### config.mk
export PLATFORM = sky130hd
export DESIGN_NAME = sm3_hash_engine
export DESIGN_NICKNAME = d
export VERILOG_FILES = /design/src/rtl/core/sm3_pkg.sv /design/src/rtl/core/sm3_front.sv /design/src/rtl/core/sm3_fifo.sv /design/src/rtl/core/sm3_back.sv /design/src/rtl/core/sm3_hash_engine.sv
export SDC_FILE = /design/constraint.sdc
export NUM_CORES = 2
export LEC_CHECK = 0
export BUFFER_PORTS_ARGS = -buffer_cell sky130_fd_sc_hd__clkbuf_2
export CORE_ASPECT_RATIO = 0.5
export CORE_MARGIN = 5
export CORE_UTILIZATION = 64
export CTS_CLUSTER_DIAMETER = 50
export DETAILED_ROUTE_END_ITERATION = 10
export HOLD_SLACK_MARGIN = 0.1
export PLACE_DENSITY = 0.81
export RECOVER_POWER = 25
export REMOVE_ABC_BUFFERS = 1
export SYNTH_ARGS = -nofsm -noshare
export SYNTH_HDL_FRONTEND = slang
export SYNTH_SLANG_ARGS = --single-unit
### constraint.sdc
create_clock -name clk -period 53.4 [get_ports clk]
set_input_delay 10.68 -clock clk [delete_from_list [all_inputs] [get_ports clk]]
set_output_delay 10.68 -clock clk [all_outputs]
set_load 0.02 [all_outputs]
### src/rtl/core/sm3_pkg.sv
// SM3 engine package: payload structs, constants and round helper functions.
// No dependencies; used by every module of the SM3 engine.
`timescale 1ns / 1ps
`default_nettype none
package sm3_pkg;

  typedef struct packed {
    logic [31:0] message_word;
    logic [2:0]  valid_bytes;
    logic        end_of_message;
  } sm3_in_t;

  typedef struct packed {
    logic [31:0] digest_word;
    logic [2:0]  digest_index;
    logic        digest_last;
  } sm3_out_t;

  // Word handed from the front part to the back part.
  // last_blk marks the final word of the padded message.
  typedef struct packed {
    logic [31:0] word;
    logic        last_blk;
  } sm3_bw_t;

  localparam logic [31:0] T_LOW  = 32'h79cc4519;
  localparam logic [31:0] T_HIGH = 32'h7a879d8a;
  localparam logic [31:0] PAD_ONE_BIT = 32'h80000000;
  localparam logic [255:0] SM3_IV = {
    32'h7380166f, 32'h4914b2b9, 32'h172442d7, 32'hda8a0600,
    32'ha96f30bc, 32'h163138aa, 32'he38dee4d, 32'hb0fb0e4e};

  function automatic logic [31:0] rotl(input logic [31:0] x, input logic [4:0] n);
    logic [63:0] d;
    d = {x, x} << n;
    return d[63:32];
  endfunction

  function automatic logic [31:0] perm0(input logic [31:0] x);
    return x ^ rotl(x, 5'd9) ^ rotl(x, 5'd17);
  endfunction

  function automatic logic [31:0] perm1(input logic [31:0] x);
    return x ^ rotl(x, 5'd15) ^ rotl(x, 5'd23);
  endfunction

endpackage
`default_nettype wire

### src/rtl/core/sm3_front.sv
// SM3 front part: counts message bits and turns input words into padded block words.
// Depends on sm3_pkg.
`timescale 1ns / 1ps
`default_nettype none
module sm3_front
  import sm3_pkg::*;
(
  input  wire logic    clk,
  input  wire logic    rst_n,
  input  wire logic    in_push,
  output logic         in_full,
  input  wire sm3_in_t in_data,
  output logic         bw_valid,
  input  wire logic    bw_ready,
  output sm3_bw_t      bw_data
);

  localparam logic [1:0] ST_DATA = 2'd0;
  localparam logic [1:0] ST_ZERO = 2'd1;
  localparam logic [1:0] ST_LENH = 2'd2;
  localparam logic [1:0] ST_LENL = 2'd3;

  logic [1:0]  state_r, state_nxt;
  logic [63:0] len_r, len_nxt;
  logic [3:0]  pos_r, pos_nxt;
  logic        pad_one_r, pad_one_nxt;
  logic [2:0]  vb;
  logic [31:0] mask;
  logic [31:0] tail_word;
  logic        fire;

  // Clamp valid byte count and build the tail word, with its marker bit when fewer than four bytes are valid.
  always_comb begin
    vb = (in_data.valid_bytes > 3'd4) ? 3'd4 : in_data.valid_bytes;
    unique case (vb)
      3'd0:    mask = 32'h00000000;
      3'd1:    mask = 32'hff000000;
      3'd2:    mask = 32'hffff0000;
      3'd3:    mask = 32'hffffff00;
      default: mask = 32'hffffffff;
    endcase
    unique case (vb)
      3'd0:    tail_word = 32'h80000000;
      3'd1:    tail_word = (in_data.message_word & mask) | 32'h00800000;
      3'd2:    tail_word = (in_data.message_word & mask) | 32'h00008000;
      3'd3:    tail_word = (in_data.message_word & mask) | 32'h00000080;
      default: tail_word = in_data.message_word;
    endcase
  end

  // One word leaves per transfer; padding words are generated without input.
  always_comb begin
    state_nxt   = state_r;
    len_nxt     = len_r;
    pos_nxt     = pos_r;
    pad_one_nxt = pad_one_r;
    in_full     = 1'b1;
    bw_valid    = 1'b1;
    bw_data.last_blk = 1'b0;
    bw_data.word     = 32'h0;
    unique case (state_r)
      ST_DATA: begin
        in_full      = !bw_ready;
        bw_valid     = in_push;
        bw_data.word = in_data.end_of_message ? tail_word : in_data.message_word;
      end
      ST_ZERO: begin
        bw_data.word = pad_one_r ? PAD_ONE_BIT : 32'h0;
      end
      ST_LENH: bw_data.word = len_r[63:32];
      default: begin
        bw_data.word     = len_r[31:0];
        bw_data.last_blk = 1'b1;
      end
    endcase
    fire = bw_valid && bw_ready;
    if (fire) begin
      pos_nxt = pos_r + 4'd1;
      unique case (state_r)
        ST_DATA: begin
          if (!in_data.end_of_message) begin
            len_nxt = len_r + 64'd32;
          end else begin
            len_nxt     = len_r + {58'd0, vb, 3'd0};
            pad_one_nxt = (vb == 3'd4);
            state_nxt   = (vb != 3'd4 && pos_r == 4'd13) ? ST_LENH : ST_ZERO;
          end
        end
        ST_ZERO: begin
          pad_one_nxt = 1'b0;
          if (pos_r == 4'd13) state_nxt = ST_LENH;
        end
        ST_LENH: state_nxt = ST_LENL;
        default: begin
          state_nxt = ST_DATA;
          len_nxt   = 64'd0;
          pos_nxt   = 4'd0;
        end
      endcase
    end
  end

  always_ff @(posedge clk) begin
    if (!rst_n) begin
      state_r   <= ST_DATA;
      len_r     <= 64'd0;
      pos_r     <= 4'd0;
      pad_one_r <= 1'b0;
    end else begin
      state_r   <= state_nxt;
      len_r     <= len_nxt;
      pos_r     <= pos_nxt;
      pad_one_r <= pad_one_nxt;
    end
  end

endmodule
`default_nettype wire

### src/rtl/core/sm3_fifo.sv
// Two-entry word queue between the SM3 front and back parts.
// Depends on sm3_pkg.
`timescale 1ns / 1ps
`default_nettype none
module sm3_fifo
  import sm3_pkg::*;
(
  input  wire logic    clk,
  input  wire logic    rst_n,
  input  wire logic    wr_valid,
  output logic         wr_ready,
  input  wire sm3_bw_t wr_data,
  output logic         rd_valid,
  input  wire logic    rd_ready,
  output sm3_bw_t      rd_data
);

  sm3_bw_t    mem_r [2];
  logic       wp_r, rp_r;
  logic [1:0] cnt_r;
  logic       wr, rd;

  assign wr_ready = (cnt_r != 2'd2);
  assign rd_valid = (cnt_r != 2'd0);
  assign rd_data  = mem_r[rp_r];
  assign wr = wr_valid && wr_ready;
  assign rd = rd_valid && rd_ready;

  // Storage is payload only.
  always_ff @(posedge clk) begin
    if (wr) mem_r[wp_r] <= wr_data;
  end

  // Pointers and fill count.
  always_ff @(posedge clk) begin
    if (!rst_n) begin
      wp_r  <= 1'b0;
      rp_r  <= 1'b0;
      cnt_r <= 2'd0;
    end else begin
      if (wr) wp_r <= !wp_r;
      if (rd) rp_r <= !rp_r;
      cnt_r <= cnt_r + {1'b0, wr} - {1'b0, rd};
    end
  end

endmodule
`default_nettype wire

### src/rtl/core/sm3_back.sv
// SM3 back part: block buffer, message expansion window, 64 rounds, digest output.
// Depends on sm3_pkg.
`timescale 1ns / 1ps
`default_nettype none
module sm3_back
  import sm3_pkg::*;
(
  input  wire logic    clk,
  input  wire logic    rst_n,
  input  wire logic    bw_valid,
  output logic         bw_ready,
  input  wire sm3_bw_t bw_data,
  output logic         out_empty,
  input  wire logic    out_pop,
  output sm3_out_t     out_data
);

  localparam logic [1:0] ST_LOAD  = 2'd0;
  localparam logic [1:0] ST_ROUND = 2'd1;
  localparam logic [1:0] ST_FOLD  = 2'd2;
  localparam logic [1:0] ST_EMIT  = 2'd3;

  logic [1:0]   state_r, state_nxt;
  logic [3:0]   pos_r;
  logic [5:0]   rnd_r;
  logic [2:0]   oidx_r;
  logic         fin_r;
  logic [31:0]  w_r [16];
  logic [31:0]  r_r [8];
  logic [255:0] cv_r;
  logic [31:0]  w_new, a12, ss1, ss2, ff, gg, tt1, tt2, tj;

  // Next expanded word and one compression round.
  always_comb begin
    w_new = perm1(w_r[0] ^ w_r[7] ^ rotl(w_r[13], 5'd15)) ^ rotl(w_r[3], 5'd7) ^ w_r[10];
    tj    = rotl((rnd_r < 6'd16) ? T_LOW : T_HIGH, rnd_r[4:0]);
    a12   = rotl(r_r[0], 5'd12);
    ss1   = rotl(a12 + r_r[4] + tj, 5'd7);
    ss2   = ss1 ^ a12;
    if (rnd_r < 6'd16) begin
      ff = r_r[0] ^ r_r[1] ^ r_r[2];
      gg = r_r[4] ^ r_r[5] ^ r_r[6];
    end else begin
      ff = (r_r[0] & r_r[1]) | (r_r[0] & r_r[2]) | (r_r[1] & r_r[2]);
      gg = (r_r[4] & r_r[5]) | (~r_r[4] & r_r[6]);
    end
    tt1 = ff + r_r[3] + ss2 + (w_r[0] ^ w_r[4]);
    tt2 = gg + r_r[7] + ss1 + w_r[0];
  end

  assign bw_ready  = (state_r == ST_LOAD);
  assign out_empty = (state_r != ST_EMIT);
  assign out_data.digest_word  = cv_r[255 - 32*oidx_r -: 32];
  assign out_data.digest_index = oidx_r;
  assign out_data.digest_last  = (oidx_r == 3'd7);

  // Sequencer: load 16 words, 64 rounds, fold, then optionally emit.
  always_comb begin
    state_nxt = state_r;
    unique case (state_r)
      ST_LOAD:  if (bw_valid && pos_r == 4'd15) state_nxt = ST_ROUND;
      ST_ROUND: if (rnd_r == 6'd63) state_nxt = ST_FOLD;
      ST_FOLD:  state_nxt = fin_r ? ST_EMIT : ST_LOAD;
      default:  if (out_pop && oidx_r == 3'd7) state_nxt = ST_LOAD;
    endcase
  end

  // Word window shifts in on load and slides during the rounds.
  always_ff @(posedge clk) begin
    if ((state_r == ST_LOAD && bw_valid) || state_r == ST_ROUND) begin
      for (int i = 0; i < 15; i++) w_r[i] <= w_r[i+1];
      w_r[15] <= (state_r == ST_LOAD) ? bw_data.word : w_new;
    end
    if (state_r == ST_LOAD) begin
      for (int i = 0; i < 8; i++) r_r[i] <= cv_r[255 - 32*i -: 32];
    end else if (state_r == ST_ROUND) begin
      r_r[0] <= tt1;
      r_r[1] <= r_r[0];
      r_r[2] <= rotl(r_r[1], 5'd9);
      r_r[3] <= r_r[2];
      r_r[4] <= perm0(tt2);
      r_r[5] <= r_r[4];
      r_r[6] <= rotl(r_r[5], 5'd19);
      r_r[7] <= r_r[6];
    end
  end

  // Control state and chaining value.
  always_ff @(posedge clk) begin
    if (!rst_n) begin
      state_r <= ST_LOAD;
      pos_r   <= 4'd0;
      rnd_r   <= 6'd0;
      oidx_r  <= 3'd0;
      fin_r   <= 1'b0;
      cv_r    <= SM3_IV;
    end else begin
      state_r <= state_nxt;
      if (state_r == ST_LOAD && bw_valid) begin
        pos_r <= pos_r + 4'd1;
        fin_r <= bw_data.last_blk;
      end
      if (state_r == ST_ROUND) rnd_r <= rnd_r + 6'd1;
      if (state_r == ST_FOLD) begin
        for (int i = 0; i < 8; i++) cv_r[255 - 32*i -: 32] <= cv_r[255 - 32*i -: 32] ^ r_r[i];
      end
      if (state_r == ST_EMIT && out_pop) begin
        oidx_r <= oidx_r + 3'd1;
        if (oidx_r == 3'd7) cv_r <= SM3_IV;
      end
    end
  end

endmodule
`default_nettype wire

### src/rtl/core/sm3_hash_engine.sv
// SM3 hash engine top level: front padder, word queue and compression back part.
// Each block is loaded as 16 words, then goes through 64 rounds and a fold in the
// single shared round unit; the back part takes no new words during rounds and fold.
// After the final word come padding and the last block load, the rounds and fold,
// then eight digest transfers. Synchronous active-low reset restores the IV, empties
// the queue and zeroes the length count.
`timescale 1ns / 1ps
`default_nettype none
module sm3_hash_engine
  import sm3_pkg::*;
(
  input  wire logic     clk,
  input  wire logic     rst_n,
  input  wire logic     in_push,
  output logic          in_full,
  input  wire sm3_in_t  in_data,
  output logic          out_empty,
  input  wire logic     out_pop,
  output sm3_out_t      out_data
);

  logic    f_valid, f_ready, b_valid, b_ready;
  sm3_bw_t f_data, b_data;

  sm3_front u_front (
    .clk, .rst_n, .in_push, .in_full, .in_data,
    .bw_valid(f_valid), .bw_ready(f_ready), .bw_data(f_data));

  sm3_fifo u_fifo (
    .clk, .rst_n,
    .wr_valid(f_valid), .wr_ready(f_ready), .wr_data(f_data),
    .rd_valid(b_valid), .rd_ready(b_ready), .rd_data(b_data));

  sm3_back u_back (
    .clk, .rst_n,
    .bw_valid(b_valid), .bw_ready(b_ready), .bw_data(b_data),
    .out_empty, .out_pop, .out_data);

endmodule
`default_nettype wire
# Yosys cells after proc, flatten, opt, wreduce, memory -nomap -nowiden
# Memories as Yosys holds them, arrays and structs flattened. A register that Yosys moved wholly into a read port is not among the register bits.
# Index checks and enable logic that the tools add are counted.
[word_totals] regBits=347 ramBits=834 inputBits=40 out_inout_bits=38 wordCells=169 memories=3
[classes] n_addsub=17 order_cmp=2 n_eq_ne=20 shift=2 muxes=49 bitwise_logic=41 n_reduce_logical=22
[mem_list] memory="u_back.w_r" words=16 word_bits=32 read_ports=16 rd_ports_with_merged_regs=0 wr=16 line_no="sm3_back.sv:28" source="logic [31:0] w_r [16];"
[mem_list] memory="u_back.r_r" words=8 word_bits=32 read_ports=8 rd_ports_with_merged_regs=0 wr=8 line_no="sm3_back.sv:29" source="logic [31:0] r_r [8];"
[mem_list] memory="u_fifo.mem_r" words=2 word_bits=33 read_ports=1 rd_ports_with_merged_regs=1 wr=1 line_no="sm3_fifo.sv:18" source="sm3_bw_t mem_r [2];"
[ops] cell="$mux W256" n=3
[ops] cell="$xor A32 B32 Y32" n=22
[ops] cell="$mux W32" n=13
[ops] cell="$shiftx A287 B33 Y32" n=1
[ops] cell="$add A32 B32 Y32" n=8
[ops] cell="$pmux W32 S4" n=2
[ops] cell="$and A32 B32 Y32" n=6
[ops] cell="$pmux W64 S2" n=1
[ops] cell="$or A32 B32 Y32" n=3
[ops] cell="$pmux W32 S3" n=1
[ops] cell="$add A64 B6 Y64" n=1
[ops] cell="$add A64 B6 Y64 const B" n=1
[ops] cell="$mux W64" n=1
[ops] cell="$shl A64 B5 Y64" n=1
[ops] cell="$not A32 Y32" n=1
[ops] cell="$mux W26" n=1
[ops] cell="$mux W1" n=15
[ops] cell="$mux W2" n=7
[ops] cell="$pmux W2 S3" n=2
[ops] cell="$reduce_and A3 Y1" n=3
[ops] cell="$sub A8 B8 Y9 const A" n=1
[ops] cell="$add A4 B1 Y4 const B" n=2
[ops] cell="$eq A4 B4 Y1 const B" n=2
[ops] cell="$or A1 B1 Y1" n=8
[ops] cell="other kinds (29)" n=47

# Longest topological paths before layout
# An unclocked memory read counts as a cell.
[depth] word_depth=11 ltp_mapped=43 depth_no_buf=40

# By module
# From an unflattened synthesis, not the netlist that was laid out.
[unflattened] cells_unflattened=5070 area_unflattened_um2=60958.5
[by_module_without_submodules] module="sm3_back" instances=1 cells_per_inst=4351 area_per_inst_um2=53904.2 seq_area_each_um2=28507.3
[by_module_without_submodules] module="sm3_front" instances=1 cells_per_inst=586 area_per_inst_um2=4410.5 seq_area_each_um2=1361.3
[by_module_without_submodules] module="sm3_fifo" instances=1 cells_per_inst=133 area_per_inst_um2=2643.8 seq_area_each_um2=2082.0

# Worst setup path after synthesis
# No wires, ideal clock.
[synth_path] path_type="reg-to-reg" from="register u_back.state_r[1]" to="memory u_back.w_r[0][0], enable pin" setup_time_ns=2.096 arrival_ns=36.641 required_ns=51.304 slack_ns=14.663 path_stages_with_launch=6 n_path_buf=3 synth_period_minus_slack_ns=38.737 cell_sequence="dfxtp_1 clkbuf_1 or2_2 clkbuf_1 clkbuf_1 o21ai_0"
[synth_lines] element="start, declared" line_no="sm3_back.sv:23" source="logic [1:0] state_r, state_nxt;"
[synth_lines] element="start signal, assigned" line_no="sm3_back.sv:98" source="state_r <= state_nxt;"
[synth_lines] element="end, declared" line_no="sm3_back.sv:28"

==> reports/qor.yml <==
outcome:
  status: "finished, violations left"
  violations: "max-capacitance violations, max-slew violations"
yosys:
  ys_ff_latch: 1179
  async_flop_share_pct: 0
  synthTopCellsByArea: "edfxtp_1 42%, dfxtp_1 12%, fa_1 6.3%"
  yosysSeqAreaShare_pct: 53.6
  synth_warnings: 0
  yosys_most_used_dff: "edfxtp_1"
  syn_area_sq_um: 59600
  avgSynthCellArea_sq_um: 11.2
  synth_top_area_cell: "edfxtp_1"
  ys_types: 74
  synth_edf_count: 834
  synth_cells: 5336
  netlist.area_leader.share_pct: 42.0
clock_network:
  cts_setup_buffers: 0
  root_buffer: "clkbuf_16"
  ctsResizeCount: 0
  cts_buffers: 99
  clock_sinks: 1179
  cts_max_level: 3
  tritoncts: "built"
  clkTransAtPathRegs_ns: 0.07
  cts_max_path_buffers: 3
  postCtsHoldBufs: 0
  insertion_delay_ns: 0.74
sta:
  max_freq_mhz: 69.6
  rsz0062_at_grt: "false"
  finalCritPeriodShare_pct: 26.9
  hold_viol: 0
  finClkSkew_ns: 0.0359
  max_slew.worst_pin.slew_ns: 5.85
  finalSetupViolations: 0
  slew_headroom_pct: -290
  drv_slew: 113
  layout_min_cycle_time_ns: 14.36
die:
  dieArea_sq_um: 99700
  start_util_pct: 64.3
  core_area_sq_um: 92700
  ios: 78
  fp-row-count: 79
  fp.dieH_um: 226
  fp.dieW_um: 442
min_path:
  min_path_cells: 0
  holdPathEnd: "u_back.w_r[7][18]$_DFFE_PP_"
  hold_class: "reg -> reg"
  worstHoldStart: "u_back.w_r[8][18]$_DFFE_PP_"
placed_design:
  placed_cells: 6474
  dpl_cell_area_sq_um: 61100
  place_congestion: 1.02
  numPortBuffers: 77
  dp_hpwl_mm: 126
power:
  p_int_w: 0.00241
  combPwrFrac_pct: 46.7
  p_clk_share_pct: 18.1
  p_switching_w: 0.00181
  p_sw_share_pct: 42.9
  p_seq_share_pct: 35.2
  ir_drop_uv: 63.9
  power.leakage_nw: 25.1
  powerDensity_nw_per_um2: 65.5
grt:
  grt-ovfl-total: 0
  grt_pass1_wl_mm: 259
  groute.usage.overall_pct: 35.0
  grt_max_degree: 214
  first_global_vias: 40300
  antenna_found_initial: 10
detailed_routing:
  drt-pass1-iter-count: 6
  vias_per_cell: 6.35
  drt_iter0_markers: 5769
  wire_per_inst_um: 26.5
  routed_wl_mm: 177
  route.antenna.remaining_nets: 0
  num_vias: 42300
  drcViolationCount: 0
layout:
  stdcell_count: 6663
  syn_to_final_growth_pct: 8.16
  drive_above_1_share_pct: 7.86
  nets: 5662
  multiInputGateArea_sq_um: 25700
  fillers: 6477
  fin_area_sq_um: 64500
  regArea_sq_um: 32000
setup_path:
  arrival_ns: 3.68
  worst-setup-path-type: "reg -> out"
  rr_startpoint: "u_back.rnd_r[5]$_SDFFE_PN0P_"
  startpoint_type: "flop"
  endpoint_kind: "output pin"
  crit_required_ns: 42.72
  path_max_fanout: 38
  r2r-end: "u_back.r_r[0][28]$_DFFE_PP_"
  reg2reg_depth: 37
  crit_chain: "buf_4 > mux4_2 > mux2_2 > clkbuf_2"
  ff2ff_setup_slack_ns: 40.15
  slowest_stage: "dfxtp_4"
  crit_path_max_incr_delay_ns: 0.84
run:
  max_cap_viol_count: 1
## state kept, by name, indices dropped and copies added, names as in the netlist, named ones only
| name | flops |
|---|---|
| u_back.oidx_r | 3 |
| u_front.state_r | 2 |
| u_back.fin_r | 1 |
| u_fifo.mem_r | 66 |
| u_back.state_r | 2 |
| u_front.pad_one_r | 1 |
| u_back.pos_r | 4 |
| u_front.pos_r | 4 |
| u_back.r_r | 256 |
| u_fifo.cnt_r | 2 |
| u_fifo.wp_r | 1 |
| u_fifo.rp_r | 1 |
| u_back.w_r | 512 |
| u_front.len_r | 61 |
| u_back.cv_r | 256 |
| u_back.rnd_r | 6 |
## synthesized netlist by cell type, types with 29 or more instances
cell type	number
a21o_1	46
a21oi_1	248
a22oi_1	30
a31oi_1	36
and3_1	133
buf_1	29
clkbuf_1	201
dfxtp_1	345
edfxtp_1	834
fa_1	189
ha_1	113
inv_1	295
mux2_2	48
mux2i_1	103
mux4_2	64
nand2_1	885
nand3_1	39
nor2_1	341
nor3_1	34
o21ai_0	427
xnor2_1	330
xor2_1	301
## how the worst max path moves through the flow
stage                                         startpoint                        endpoint  slack [ns]  depth (start not counted)
after floorplan           u_back.state_r[1]$_SDFFE_PN0P_      u_back.w_r[0][0]$_DFFE_PP_      -13.71                          3
after global placement                        in_data[2]  u_front.len_r[58]$_SDFFE_PN0P_       39.50                         12
after detailed placement                      in_data[1]  u_front.len_r[58]$_SDFFE_PN0P_       39.47                         12
after CTS                  u_back.oidx_r[0]$_SDFFE_PN0P_                    out_data[11]       38.95                          4
after global routing       u_back.oidx_r[0]$_SDFFE_PN0P_                    out_data[11]       38.85                          4
final                      u_back.oidx_r[0]$_SDFFE_PN0P_                    out_data[11]       39.04                          4
## through the flow
stage | total power (W) | setup TNS, ns | setup WS, ns | hold WS (ns) | util, %
after floorplan | 0.00293 | -7016.99 | -13.71 | 0.400 | -
after global placement | 0.00333 | 0 | 39.50 | 0.400 | 65.9
after detailed placement | 0.00338 | 0 | 39.47 | 0.405 | 65.9
after CTS | 0.00417 | 0 | 38.95 | 0.406 | 69.5
after global routing | 0.00438 | 0 | 38.85 | 0.420 | 69.5
final | 0.00422 | 0 | 39.04 | 0.413 | 69.5
## cell usage in the layout (no fill, tap or decap), drive strengths merged, types with 30 or more instances in the layout
master / netlist / routed
xor2: 301 / 301
clkinv: 2 / 50
mux4: 64 / 64
and3: 133 / 133
nand3: 39 / 39
a31oi: 36 / 36
edfxtp: 834 / 834
nor3: 34 / 34
a22oi: 30 / 30
xnor2: 330 / 330
nand2: 885 / 885
nor2: 341 / 341
dfxtp: 345 / 345
mux2i: 103 / 103
a21o: 46 / 46
inv: 297 / 299
fa: 189 / 189
mux2: 48 / 48
o21ai: 428 / 428
a21oi: 248 / 248
clkbuf: 201 / 196
ha: 113 / 113
buf: 33 / 40
## kinds of logic (layout without fill, tap and decap cells)
| kind of cell | count (synthesis) | count (layout) | share of synthesized area (%) |
|---|---|---|---|
| other cells | 0 | 3 | 0 |
| compound gates | 930 | 930 | 8.94 |
| mux | 215 | 215 | 5.05 |
| flops | 1179 | 1179 | 53.6 |
| fa+ha+maj | 302 | 302 | 8.72 |
| buf+inv | 533 | 602 | 3.41 |
| xor+xnor | 631 | 631 | 9.27 |
| simple gates | 1546 | 1546 | 11.0 |
## power groups by stage
stage               clock network (W)  registers (W)  logic (W)
finish                       0.000764        0.00149    0.00197
global route                 0.000809        0.00150    0.00206
CTS                          0.000767        0.00148    0.00192
detailed placement                  0        0.00149    0.00188
global placement                    0        0.00148    0.00185
floorplan                           0        0.00170    0.00122
## worst max-delay path: cells and delay by family, from the launching register on
| family | cells | cell delay [ns] |
|---|---|---|
| buffers and inverters | 2 | 1.00 |
| flip-flops | 1 | 0.84 |
| multiplexers | 2 | 1.02 |
## per-layer routing
metal	global-route usage, %	vias up	routed length, um
met5	0	-	48
met4	15.5	8	9100
met3	12.0	433	23200
met2	52.1	2551	76300
met1	47.3	20900	68000
li1	-	18400	-
## layout make-up
| type | count | area share, % |
|---|---|---|
| repair buffers | 117 | 1.12 |
| multi-input cells | 3624 | 39.9 |
| flip-flops and latches | 1179 | 49.6 |
| clock buffers | 119 | 4.10 |
| clock inverters | 67 | 1.13 |
| inverters | 299 | 1.75 |
| well taps | 1255 | 2.44 |
| diodes | 3 | 0.0116 |
No activity file was read; power rests on OpenSTA's default activity.
